## config.mk

```make
export PLATFORM = sky130hd
export DESIGN_NAME = cmpp_classify
export DESIGN_NICKNAME = d
export VERILOG_FILES = /design/src/design/cmpp_pkg.sv /design/src/design/cmpp_classify.sv
export VERILOG_INCLUDE_DIRS = /design/src /design/src/design
export SDC_FILE = /design/constraint.sdc
export NUM_CORES = 1
export LEC_CHECK = 0
export BUFFER_PORTS_ARGS = -buffer_cell sky130_fd_sc_hd__buf_4
export CAP_MARGIN = 15
export CELL_PAD_IN_SITES_DETAIL_PLACEMENT = 0
export CELL_PAD_IN_SITES_GLOBAL_PLACEMENT = 1
export CORE_AREA = 2 2 186 188
export CTS_BUF_LIST = sky130_fd_sc_hd__clkbuf_8
export DETAILED_ROUTE_END_ITERATION = 8
export DIE_AREA = 0 0 188 190
export GPL_ROUTABILITY_DRIVEN = 0
export GPL_TIMING_DRIVEN = 0
export MAX_ROUTING_LAYER = met4
export PLACE_DENSITY = 0.57
export REMOVE_ABC_BUFFERS = 1
export SKIP_CTS_REPAIR_TIMING = 1
export SYNTH_ARGS = -nofsm -noshare
export SYNTH_HDL_FRONTEND = slang
export SYNTH_SLANG_ARGS = --single-unit
```

## constraint.sdc

```tcl
create_clock -name clock -period 15.9 [get_ports clock]
set_input_delay 0.795 -clock clock [delete_from_list [all_inputs] [get_ports clock]]
set_output_delay 0.795 -clock clock [all_outputs]
set_load 0.01 [all_outputs]
```

## src/design/cube_map_point_projection_defines.svh

```systemverilog
// Assertion macros shared by the cube map projection RTL.
// Needs a clock named clock and an active-high reset named reset in scope.
`ifndef CUBE_MAP_POINT_PROJECTION_DEFINES_SVH
`define CUBE_MAP_POINT_PROJECTION_DEFINES_SVH

// Same-cycle implication
`define CMPP_ASSERT_NOW(label, ante, cons) \
   label: assert property (@(posedge clock) disable iff (reset) (ante) |-> (cons)) \
      else $error("cmpp: same-cycle check failed");

// Next-cycle implication
`define CMPP_ASSERT_NEXT(label, ante, cons) \
   label: assert property (@(posedge clock) disable iff (reset) (ante) |=> (cons)) \
      else $error("cmpp: next-cycle check failed");

`endif

```

## src/design/cmpp_pkg.sv

```systemverilog
// Shared types, widths and helpers for the cube map projection pipeline.
// No dependencies.
`default_nettype none

package cmpp_pkg;

   localparam int COORD_W   = 32;
   localparam int MAG_W     = 31;
   localparam int MAP_W     = 17;
   localparam int SUM_W     = 35;   // signed width holding up to 8*m
   localparam int NUMER_W   = 34;   // unsigned un/vn, at most 8*m
   localparam int NUM_W     = 50;   // shifted dividend
   localparam int DIV_W     = 33;   // divisor and remainder
   localparam int QUO_W     = 18;   // quotient, twice the Q0.16 result
   localparam int DIV_STEPS = QUO_W;
   localparam int U_SHIFT   = 14;   // 2*65536/8
   localparam int V_SHIFT   = 16;   // 2*65536/6 over divisor 3m

   localparam logic [MAP_W-1:0] MAP_ONE = MAP_W'(65536);

   typedef struct packed {
      logic signed [COORD_W-1:0] coord_x;
      logic signed [COORD_W-1:0] coord_y;
      logic signed [COORD_W-1:0] coord_z;
   } req_word_type;

   typedef struct packed {
      logic [MAP_W-1:0] map_u;
      logic [MAP_W-1:0] map_v;
      logic [MAG_W-1:0] major_mag;
      logic             zero_point;
   } rsp_word_type;

   typedef enum logic [5:0] {
      FACE_PX = 6'b000001,
      FACE_PY = 6'b000010,
      FACE_PZ = 6'b000100,
      FACE_NX = 6'b001000,
      FACE_NY = 6'b010000,
      FACE_NZ = 6'b100000
   } face_type;

   typedef struct packed {
      logic signed [COORD_W-1:0] x;
      logic signed [COORD_W-1:0] y;
      logic signed [COORD_W-1:0] z;
      logic [MAG_W-1:0]          mag;
      face_type                  face;
      logic                      zero;
   } class_word_type;

   typedef struct packed {
      logic [DIV_W-1:0] rem;
      logic [QUO_W-1:0] lq;    // dividend low bits shifting out, quotient in
      logic [DIV_W-1:0] dsr;
   } lane_type;

   typedef struct packed {
      lane_type         lane_u;
      lane_type         lane_v;
      logic [MAG_W-1:0] mag;
      logic             zero;
   } div_word_type;

   // Pull the most negative code in by one so the magnitude fits 31 bits
   function automatic logic signed [COORD_W-1:0] sat_coord(logic signed [COORD_W-1:0] c);
      logic signed [COORD_W-1:0] r;
      r = c;
      if (c == {1'b1, {(COORD_W-1){1'b0}}}) begin
         r = {1'b1, {(COORD_W-2){1'b0}}, 1'b1};
      end
      return r;
   endfunction

   function automatic logic [MAG_W-1:0] abs_coord(logic signed [COORD_W-1:0] c);
      logic [COORD_W-1:0] r;
      r = c[COORD_W-1] ? COORD_W'(-c) : COORD_W'(c);
      return r[MAG_W-1:0];
   endfunction

endpackage

`default_nettype wire

```

## src/design/cmpp_classify.sv

```systemverilog
// Stage 1: saturate the point, take magnitudes and pick the major face.
// Uses cmpp_pkg and the assertion macros.
`default_nettype none
`include "cube_map_point_projection_defines.svh"

module cmpp_classify (
   input  wire                      clock,
   input  wire                      reset,
   input  wire                      in_valid,
   output logic                     in_ready,
   input  cmpp_pkg::req_word_type   in_word,
   output logic                     out_valid,
   input  wire                      out_ready,
   output cmpp_pkg::class_word_type out_word
);
   import cmpp_pkg::*;

   logic                      valid_ff;
   class_word_type            word_ff;
   class_word_type            word_in;
   logic signed [COORD_W-1:0] sx, sy, sz;
   logic [MAG_W-1:0]          ax, ay, az;
   logic                      ge_xy, ge_xz, ge_yx, ge_yz, ge_zx, ge_zy;

   assign in_ready  = !valid_ff || out_ready;
   assign out_valid = valid_ff;
   assign out_word  = word_ff;

   // Magnitude compares, all in parallel
   always_comb begin
      sx = sat_coord(in_word.coord_x);
      sy = sat_coord(in_word.coord_y);
      sz = sat_coord(in_word.coord_z);
      ax = abs_coord(sx);
      ay = abs_coord(sy);
      az = abs_coord(sz);
      ge_xy = ax >= ay;
      ge_xz = ax >= az;
      ge_yx = ay >= ax;
      ge_yz = ay >= az;
      ge_zx = az >= ax;
      ge_zy = az >= ay;
   end

   // Face priority +X, +Y, +Z, -X, -Y, else -Z
   always_comb begin
      word_in.x    = sx;
      word_in.y    = sy;
      word_in.z    = sz;
      word_in.zero = (sx == '0) && (sy == '0) && (sz == '0);
      if (!sx[COORD_W-1] && ge_xy && ge_xz) begin
         word_in.face = FACE_PX;
         word_in.mag  = ax;
      end else if (!sy[COORD_W-1] && ge_yx && ge_yz) begin
         word_in.face = FACE_PY;
         word_in.mag  = ay;
      end else if (!sz[COORD_W-1] && ge_zx && ge_zy) begin
         word_in.face = FACE_PZ;
         word_in.mag  = az;
      end else if (sx[COORD_W-1] && ge_xy && ge_xz) begin
         word_in.face = FACE_NX;
         word_in.mag  = ax;
      end else if (sy[COORD_W-1] && ge_yx && ge_yz) begin
         word_in.face = FACE_NY;
         word_in.mag  = ay;
      end else begin
         word_in.face = FACE_NZ;
         word_in.mag  = az;
      end
   end

   always_ff @(posedge clock) begin
      if (reset) begin
         valid_ff <= 1'b0;
      end else if (in_ready) begin
         valid_ff <= in_valid;
      end
   end

   always_ff @(posedge clock) begin
      if (in_ready && in_valid) begin
         word_ff <= word_in;
      end
   end

   // A point off the origin always has a nonzero major axis
   `CMPP_ASSERT_NOW(a_mag_nonzero, valid_ff && !word_ff.zero, word_ff.mag != '0)

endmodule

`default_nettype wire

```

# Word level (Yosys, flattened, before mapping)
# Cells that the tools add are included.
[classes] add_sub_neg=3 order_cmp=6 n_eq_ne=3 mux=11 n_reduce_logical=24
[op_table] op="31-bit >= comparator" n=6
[op_table] op="37-bit 2-to-1 mux" n=5
[op_table] op="32-bit == test, second input constant" n=3
[op_table] op="32-bit logical NOT" n=3
[op_table] op="32-bit 2-to-1 mux" n=3
[op_table] op="31-bit 2-to-1 mux" n=3
[op_table] op="31-bit negator" n=3
[op_table] op="1-bit logical AND" n=13
[op_table] op="1-bit logical NOT" n=4
[op_table] op="4-bit OR reduction" n=1
[op_table] op="3-bit OR reduction" n=1
[op_table] op="2-bit OR reduction" n=1
[op_table] op="1-bit logical OR" n=1
[word_totals] regBits=135 out_inout_bits=136 elab_cells=57

# Longest topological paths before layout
# Gate-level depths: netlist of run 1.
[depth] ltp_word=12 depth_mapped=27

# Worst setup path before layout of run 1
# No wires, ideal clock.
[synth_timing] kind="in2reg" start="input port in_word[42] in the netlist's numbering" end="register word_ff (netlist bit out_word[15]), data pin" arrival_time_ps=6227 required_ps=15639 slack_ps=9412 path_stages=27 path_cell_list="clkbuf_1 nor3_1 nand4_1 nor2_1 a21o_1 inv_1 ha_1 or3b_2 clkbuf_1 or4_1 o21ai_0 xnor2_1 inv_1 ha_1 a21oi_1 nor2b_1 o21ai_0 or2b_2 o311ai_0 o2111ai_1 and2_1 or2_4 o21bai_4 a22o_1 a31o_4 buf_6 a221o_1"
[synth_lines] item="start: declaration" line="cmpp_classify.sv:11" source="input cmpp_pkg::req_word_type in_word,"
[synth_lines] item="end signal: assignment" line="cmpp_classify.sv:82" source="word_ff <= word_in;"
[synth_lines] item="end: declaration" line="cmpp_classify.sv:19" source="class_word_type word_ff;"

==> flow_summary.ini, run 1 <==
[run_status]
status = finished, final reports clean

[yosys]
yosys_warnings = 0
yosys.cell_types.count = 100
ys_seq_area_share_pct = 40.7
syn_inst = 981
syn_area_um2 = 9950
synthFlopType = edfxtp_1
synth_area_per_cell_um2 = 10.1
synth-seq-cells = 135
synthArstFlopShare_pct = 0
synth_edf_count = 134

[routing]
wl_per_cell_um = 19.9
vias = 7921
first_iter_violations = 554
vias_per_cell = 5.00
ant_nets = 0
dr.pass1.iters = 8
wl_mm = 31.6
drc = 0

[global_routing]
grt_pass1_wl_mm = 47.4
grt_use_total_pct = 18.3
grt_max_degree = 67
grt_pass1_vias = 7630
gr-total-overflow = 0
antenna_found_initial = 0

[clock_network]
tritoncts = built
clk_pin_slew_worst_paths_ps = 80
cts.sinks = 135
ctsRootBufferMaster = clkbuf_8
cts_made_buffers = 17
htreeDepth = 4
cts_buffer_depth = 2
clk_latency_ps = 490

[worst_setup_path]
r2r_slack_ps = 14460
crit_required_ps = 16120
cp-end-kind = register
critPathArrivalTime_ps = 7550
crit_type = input pin to register
crit_end = out_word[20]
r2r.worst_path.cells = 3
worstReg2RegStart = out_valid
critPathLaunch = in_word[36]
r2r-end = out_word[31]
path_max_fanout = 31
startpoint_type = input pin

[cells_and_area]
layout.cells.non_filler = 1584
syn_to_final_growth_pct = 22.5
drive_gt1_share_pct = 28.2
final_area_um2 = 12200
antenna_cells = 0
fin_util_pct = 35.9
final_cell_mix = buf_4 (235), edfxtp_1 (134), ha_1 (79)
layout_commonest_cell = buf_4
num-nets-final = 1295

[placement]
placed_area_um2 = 11800
port_buffers = 235
dp_cells = 1552
dpl.hpwl_mm = 25.3

[worst_hold_path]
hold_depth = 2
hold_class = input pin to register

[power]
peakVddDrop_uv = 66.8
leakage_nw = 4.86
p_per_area_nw_per_um2 = 94.7

[sta]
holdWs_ps = 448
clock.fmax_mhz = 136
final_hold_viol_count = 0
drv_slew = 0
relSlewSlack_pct = 37.8
finalClockSkew_ps = 9.71
layout_min_cycle_time_ps = 7330
rsz0062_at_grt = no
tightest_slew_ps = 931
setup_viol = 0
setup_tns_ps = 0
final.period_utilization_pct = 46.1

[die]
coreArea_um2 = 33900
die_w_um = 188
dieArea_um2 = 35700
die_h_um = 190
num_io_pins = 236
start_util_pct = 29.3
rows = 68

[run]
cap_violations = 0
cell type report:
type | count | area [um2]
Inverter | 49 | 184
Tap cell | 455 | 569
Clock buffer | 17 | 234
Sequential cell | 135 | 4040
Fill cell | 3450 | 21800
Timing Repair Buffer | 238 | 1840
Clock inverter | 15 | 166
Multi-Input combinational cell | 675 | 5150
cells by family after synthesis:
logic type / share of synthesized area (%)
fa+ha+maj: 10.6
mux: 0.415
xor+xnor: 9.08
simple gates: 15.4
flops: 40.7
buf+inv: 7.71
compound gates: 16.2
sequential cells by signal, summed over array words and instances (netlist names):
| register | flops |
|---|---|
| out_word | 134 |
| out_valid | 1 |
per-stage QoR:
| stage | setup WS, ps | power (W) |
|---|---|---|
| floorplan | 9360 | 0.000687 |
| global placement | 7370 | 0.000863 |
| detailed placement | 8000 | 0.000866 |
| CTS | 8530 | 0.00117 |
| global route | 7980 | 0.00123 |
| finish | 8570 | 0.00115 |
critical path: stages:
cell and delay [ps]:
buf_4 140, nor4_1 680, nand4_1 430, nor2_1 190
a21o_1 350, inv_1 190, ha_1 230, or3b_2 340
or4_1 220, o21ai_0 110, xnor2_1 350, inv_1 110
ha_1 330, a21oi_1 150, nor2b_1 60, o21ai_0 150
or2b_2 300, o311ai_0 530, o2111ai_1 170, and2_1 210
or2_4 260, o21bai_4 180, a22o_1 230, a31o_4 380
a221o_1 460
synth_stat cells, types with 8 or more instances:
library cell  number  area share (%)
nor2_1            61             2.3
xnor2_1           66             5.8
nand2b_1          16             1.0
or4_1             17             1.3
xor2_1            30             2.6
inv_1             48             1.8
a221o_1           29             2.9
a21oi_1           24             1.2
clkbuf_1         104             3.9
nor4_1            19             1.2
a21o_1            15             1.1
ha_1              79             9.9
or2_2              8            0.50
o21ai_0           31             1.6
edfxtp_1         134              40
nand3_1           21             1.1
o31ai_1           25             1.9
nand2_1           51             1.9
nor3_1            16            0.81
or3_1             15            0.94
o41ai_1           13             1.1
nand4_1           16             1.0
worst min path at each step:
stage,from,to,slack [ps]
3_5_place_dp,out_valid,out_valid,540
4_1_cts,reset,out_valid,400
2_1_floorplan,out_valid,out_valid,590
5_1_grt,reset,out_valid,440
6_report,reset,out_valid,450
3_3_place_gp,out_valid,out_valid,500
per-layer routing:
| layer | GRT usage [%] | wire (um) | vias up |
|---|---|---|---|
| li1 | - | - | 3895 |
| met1 | 25.5 | 15500 | 3778 |
| met2 | 27.1 | 14100 | 224 |
| met3 | 3.34 | 1570 | 24 |
| met4 | 5.24 | 431 | 0 |
| met5 | - | 0 | - |
where the power goes:
part	switching [W]	internal [W]	leakage, nW
registers	0.00000928	0.000440	1.31
logic	0.000232	0.000173	3.35
clock network	0.000157	0.000142	0.200
Note: power is estimated with default switching activity, not from simulation.
==> run 2: changes to the inputs <==
Clock period 15.9 ns to 7.1 ns, I/O delays scaled along.
==> run 2 against run 1 <==
Compared with the run above:
- clock skew barely moved
- sequential cell count did not move
- sequential share of layout area fell by 0.092 points
- worst setup slack got worse by 8100 ps
- first-iteration DRC count fell by 2.0%
- critical path type unchanged
- largest cell class unchanged
- largest power group unchanged
==> flow_summary.ini, run 2 (synthesis gave the netlist of run 1 again) <==
[cells_and_area]
final_cell_mix = buf_4 (235), edfxtp_1 (134), ha_1 (79)
syn_to_final_growth_pct = 22.8
layout.cells.non_filler = 1586
largest_reg_flops = 134
antenna_cells = 0
drive_gt1_share_pct = 28.5
num-nets-final = 1297
layout_commonest_cell = buf_4

[routing]
first_iter_violations = 543
vias_per_cell = 5.00
vias = 7928
drc = 0
ant_nets = 0
dr.pass1.iters = 5
wl_mm = 31.9
wl_per_cell_um = 20.1

[worst_setup_path]
crit_required_ps = 7330
crit_type = input pin to register
r2r.worst_path.cells = 3
critPathArrivalTime_ps = 6900
r2r_slack_ps = 5650
worstReg2RegStart = out_valid
path_max_fanout = 31
startpoint_type = input pin
cp-end-kind = register
r2r-end = out_word[31]

[placement]
dp_cells = 1552
port_buffers = 235
pre_cts_ws_ps = -360
dpl.hpwl_mm = 25.3

[sta]
clock.fmax_mhz = 150
setup_ws_ps = 426
layout_min_cycle_time_ps = 6670
finalClockSkew_ps = 9.36
setup_viol = 0
tightest_slew_ps = 898
relSlewSlack_pct = 39.7
rsz0062_at_grt = no
final.period_utilization_pct = 94.0
drv_slew = 0
final_hold_viol_count = 0

[worst_hold_path]
min_from = in_word[92]
min_to = out_word[130]
hold_class = input pin to register
hold_depth = 1

[die]
die_h_um = 190
coreArea_um2 = 33900
rows = 68
start_util_pct = 29.3
die_w_um = 188
num_io_pins = 236
dieArea_um2 = 35700

[global_routing]
grt_pass1_wl_mm = 47.4
grt_pass1_vias = 7630
grt_max_degree = 67
antenna_found_initial = 0
grt_use_total_pct = 18.3
gr-total-overflow = 0

[clock_network]
cts_made_buffers = 17
tritoncts = built
clk_pin_slew_worst_paths_ps = 90
cts.sinks = 135
cts_buffer_depth = 2
htreeDepth = 4
clk_latency_ps = 500
ctsRootBufferMaster = clkbuf_8

[power]
leakage_nw = 4.87
peakVddDrop_uv = 150
p_per_area_nw_per_um2 = 213

[run_status]
status = finished, final reports clean

[run]
cap_violations = 0
-- run 2: layer usage --
metal	global-route usage, %	vias up	wire length [um]
li1	-	3897	-
met1	25.5	3801	15800
met2	27.1	206	14200
met3	3.34	24	1520
met4	5.24	0	452
met5	-	-	0
-- run 2: worst max-delay path, cell delays in order --
cell       delay (ps)
buf_4             140
or4_2             720
or3b_4            440
nor2_1            110
a21o_1            260
inv_1             180
ha_1              250
or4b_1            230
or4_4             210
o31ai_1           100
xnor2_1           500
ha_1              350
a21o_2            190
a21o_2            210
maj3_2            310
a221oi_2          420
o2111ai_1         160
and2_1            200
or2_4             260
o21bai_4          190
a22o_1            230
a31o_4            380
a221o_1           460
-- run 2: where the power goes --
group / switching (W) / total, W / internal [W] / leakage (nW)
combinational: 0.000533 / 0.000925 / 0.000392 / 3.36
sequential: 0.0000208 / 0.00101 / 0.000984 / 1.31
clock: 0.000354 / 0.000672 / 0.000319 / 0.200
-- run 2: worst max-delay path by stage --
stage | start | to | slack (ps)
after floorplan | in_word[21] | out_word[33] | 1000
after global placement | in_word[36] | out_word[21] | -990
after detailed placement | in_word[36] | out_word[21] | -360
after CTS | in_word[36] | out_word[21] | 170
after global routing | in_word[54] | out_word[20] | 110
final | in_word[21] | out_word[20] | 430
-- run 2: area by class of cell --
| type | count | area (um2) |
|---|---|---|
| Clock buffer | 17 | 234 |
| Multi-Input combinational cell | 676 | 5170 |
| Sequential cell | 135 | 4040 |
| Fill cell | 3445 | 21700 |
| Inverter | 49 | 184 |
| Tap cell | 455 | 569 |
| Clock inverter | 15 | 166 |
| Timing Repair Buffer | 239 | 1850 |
-- run 2: stage by stage --
stage | util, % | hold WS (ps) | area (um2) | total power (W) | TNS, ps
after CTS | 35.9 | -41.8 | 12200 | 0.00263 | 0
final | 36.0 | 62.6 | 12200 | 0.00260 | 0
after global placement | 34.5 | 504 | 11700 | 0.00193 | -28650
after floorplan | - | 424 | 9360 | 0.00154 | 0
after detailed placement | 34.7 | 517 | 11800 | 0.00194 | -9240
after global routing | 36.0 | 38.4 | 12200 | 0.00276 | 0
==> run 3: changes to the inputs <==
Settings changed: ABC_CLOCK_PERIOD_IN_PS from default to 7100, CELL_PAD_IN_SITES_DETAIL_PLACEMENT 0 to 1.
==> run 3 against run 2 <==
Compared with the run above:
- clock-buffer cell count is the same
- hold slack better by 2.9 ps
- routed wire length up 4.0%
- register-to-register slack about the same
- worst setup slack worse by 68 ps
- maximum frequency down 1.0%
- largest power group unchanged
==> flow_summary.ini, run 3 (synthesis gave the netlist of run 1 again) <==
[die]
die_h_um = 190
start_util_pct = 29.3
coreArea_um2 = 33900
die_w_um = 188
num_io_pins = 236
dieArea_um2 = 35700
rows = 68

[worst_hold_path]
min_from = in_word[30]
hold_class = input pin to register

[clock_network]
clk_pin_slew_worst_paths_ps = 90
cts_made_buffers = 17
htreeDepth = 4
ctsRootBufferMaster = clkbuf_8
clk_latency_ps = 490
tritoncts = built
cts_buffer_depth = 2
cts.sinks = 135

[global_routing]
gr-total-overflow = 0
grt_pass1_vias = 8273
antenna_found_initial = 0
grt_pass1_wl_mm = 50.5
grt_max_degree = 67
grt_use_total_pct = 19.3

[cells_and_area]
largest_reg_flops = 134
num-nets-final = 1297
final_area_um2 = 12200
layout_commonest_cell = buf_4
drive_gt1_share_pct = 28.5
syn_to_final_growth_pct = 23.1
fill_cells = 3807
final_cell_mix = buf_4 (235), edfxtp_1 (134), ha_1 (79)
antenna_cells = 0

[sta]
setup_viol = 0
tightest_slew_ps = 850
drv_slew = 0
relSlewSlack_pct = 42.8
rsz0062_at_grt = no
final_hold_viol_count = 0
finalClockSkew_ps = 13.0
clock.fmax_mhz = 148
layout_min_cycle_time_ps = 6740
final.period_utilization_pct = 95.0

[routing]
wl_mm = 33.2
first_iter_violations = 471
wl_per_cell_um = 21.0
vias_per_cell = 5.10
dr.pass1.iters = 5
drc = 0
ant_nets = 0
vias = 8091

[worst_setup_path]
critPathLaunch = in_word[21]
critPathArrivalTime_ps = 6980
cp-end-kind = register
startpoint_type = input pin
worstReg2RegStart = out_valid
crit_type = input pin to register
path_max_fanout = 31
crit_required_ps = 7340

[placement]
port_buffers = 235
placed_area_um2 = 11800
dpl.hpwl_mm = 26.5

[run]
cap_violations = 0

[power]
p_per_area_nw_per_um2 = 216
peakVddDrop_uv = 108
power_w = 0.00265
leakage_nw = 4.88

[run_status]
status = finished, final reports clean
-- run 3: cell types whose count changed in the layout (fill, tap and decap cells not counted) --
cell / before / now
clkinv_4: 3 / 4
bufinv_16: 2 / 3
clkinv_2: 2 / 1
inv_6: 5 / 4
-- run 3: metrics by stage --
| step | hold WS (ps) | utilization (%) | cells | TNS (ps) | setup WS (ps) |
|---|---|---|---|---|---|
| floorplan | 424 | - | 859 | 0 | 1000 |
| global placement | 504 | 34.5 | 1549 | -28650 | -988 |
| detailed placement | 516 | 34.7 | 1552 | -13230 | -492 |
| CTS | -48.7 | 36.0 | 1584 | 0 | 24.1 |
| global route | 22.9 | 36.1 | 1586 | 0 | 13.8 |
| finish | 65.5 | 36.1 | 1586 | 0 | 358 |
-- run 3: final timing paths --
kind,end,slack [ps],cells past startpoint
worst min register to register,out_valid,560,2
worst max-delay path,out_word[21],360,23
worst min-delay path,out_word[68],70,1
worst max register to register,out_word[97],5640,3
-- run 3: layout make-up --
| cell class | count | area, um2 | share of cell area (%) |
|---|---|---|---|
| Timing Repair Buffer | 239 | 1850 | 15.1 |
| Inverter | 49 | 184 | 1.50 |
| Sequential cell | 135 | 4040 | 33.0 |
| Clock buffer | 17 | 234 | 1.91 |
| Clock inverter | 15 | 191 | 1.56 |
| Multi-Input combinational cell | 676 | 5170 | 42.2 |
| Tap cell | 455 | 569 | 4.65 |
-- run 3: worst max-delay path, stage by stage --
cell	delay (ps)
buf_4	140
or4_2	710
or3b_4	440
nor2_1	120
a21o_1	270
inv_1	180
ha_1	250
or4b_1	220
or4_4	210
o31ai_1	90
xnor2_1	540
ha_1	360
a21o_2	190
a21o_2	210
maj3_2	320
a221oi_2	430
o2111ai_1	170
and2_1	210
or2_4	260
o21bai_4	190
a22o_1	230
a31o_4	380
a221o_1	460
-- run 3: layer usage --
metal | track usage [%] | vias to the layer above | wire length [um]
met5 | - | - | 0
met4 | 5.75 | 0 | 549
met3 | 3.93 | 28 | 1460
met2 | 29.0 | 191 | 14900
met1 | 26.2 | 3984 | 16400
li1 | - | 3888 | -
-- run 3: power breakdown --
part | switching [W] | leakage (nW) | internal [W]
Clock | 0.000351 | 0.209 | 0.000354
Sequential | 0.0000221 | 1.31 | 0.000985
Combinational | 0.000542 | 3.36 | 0.000392
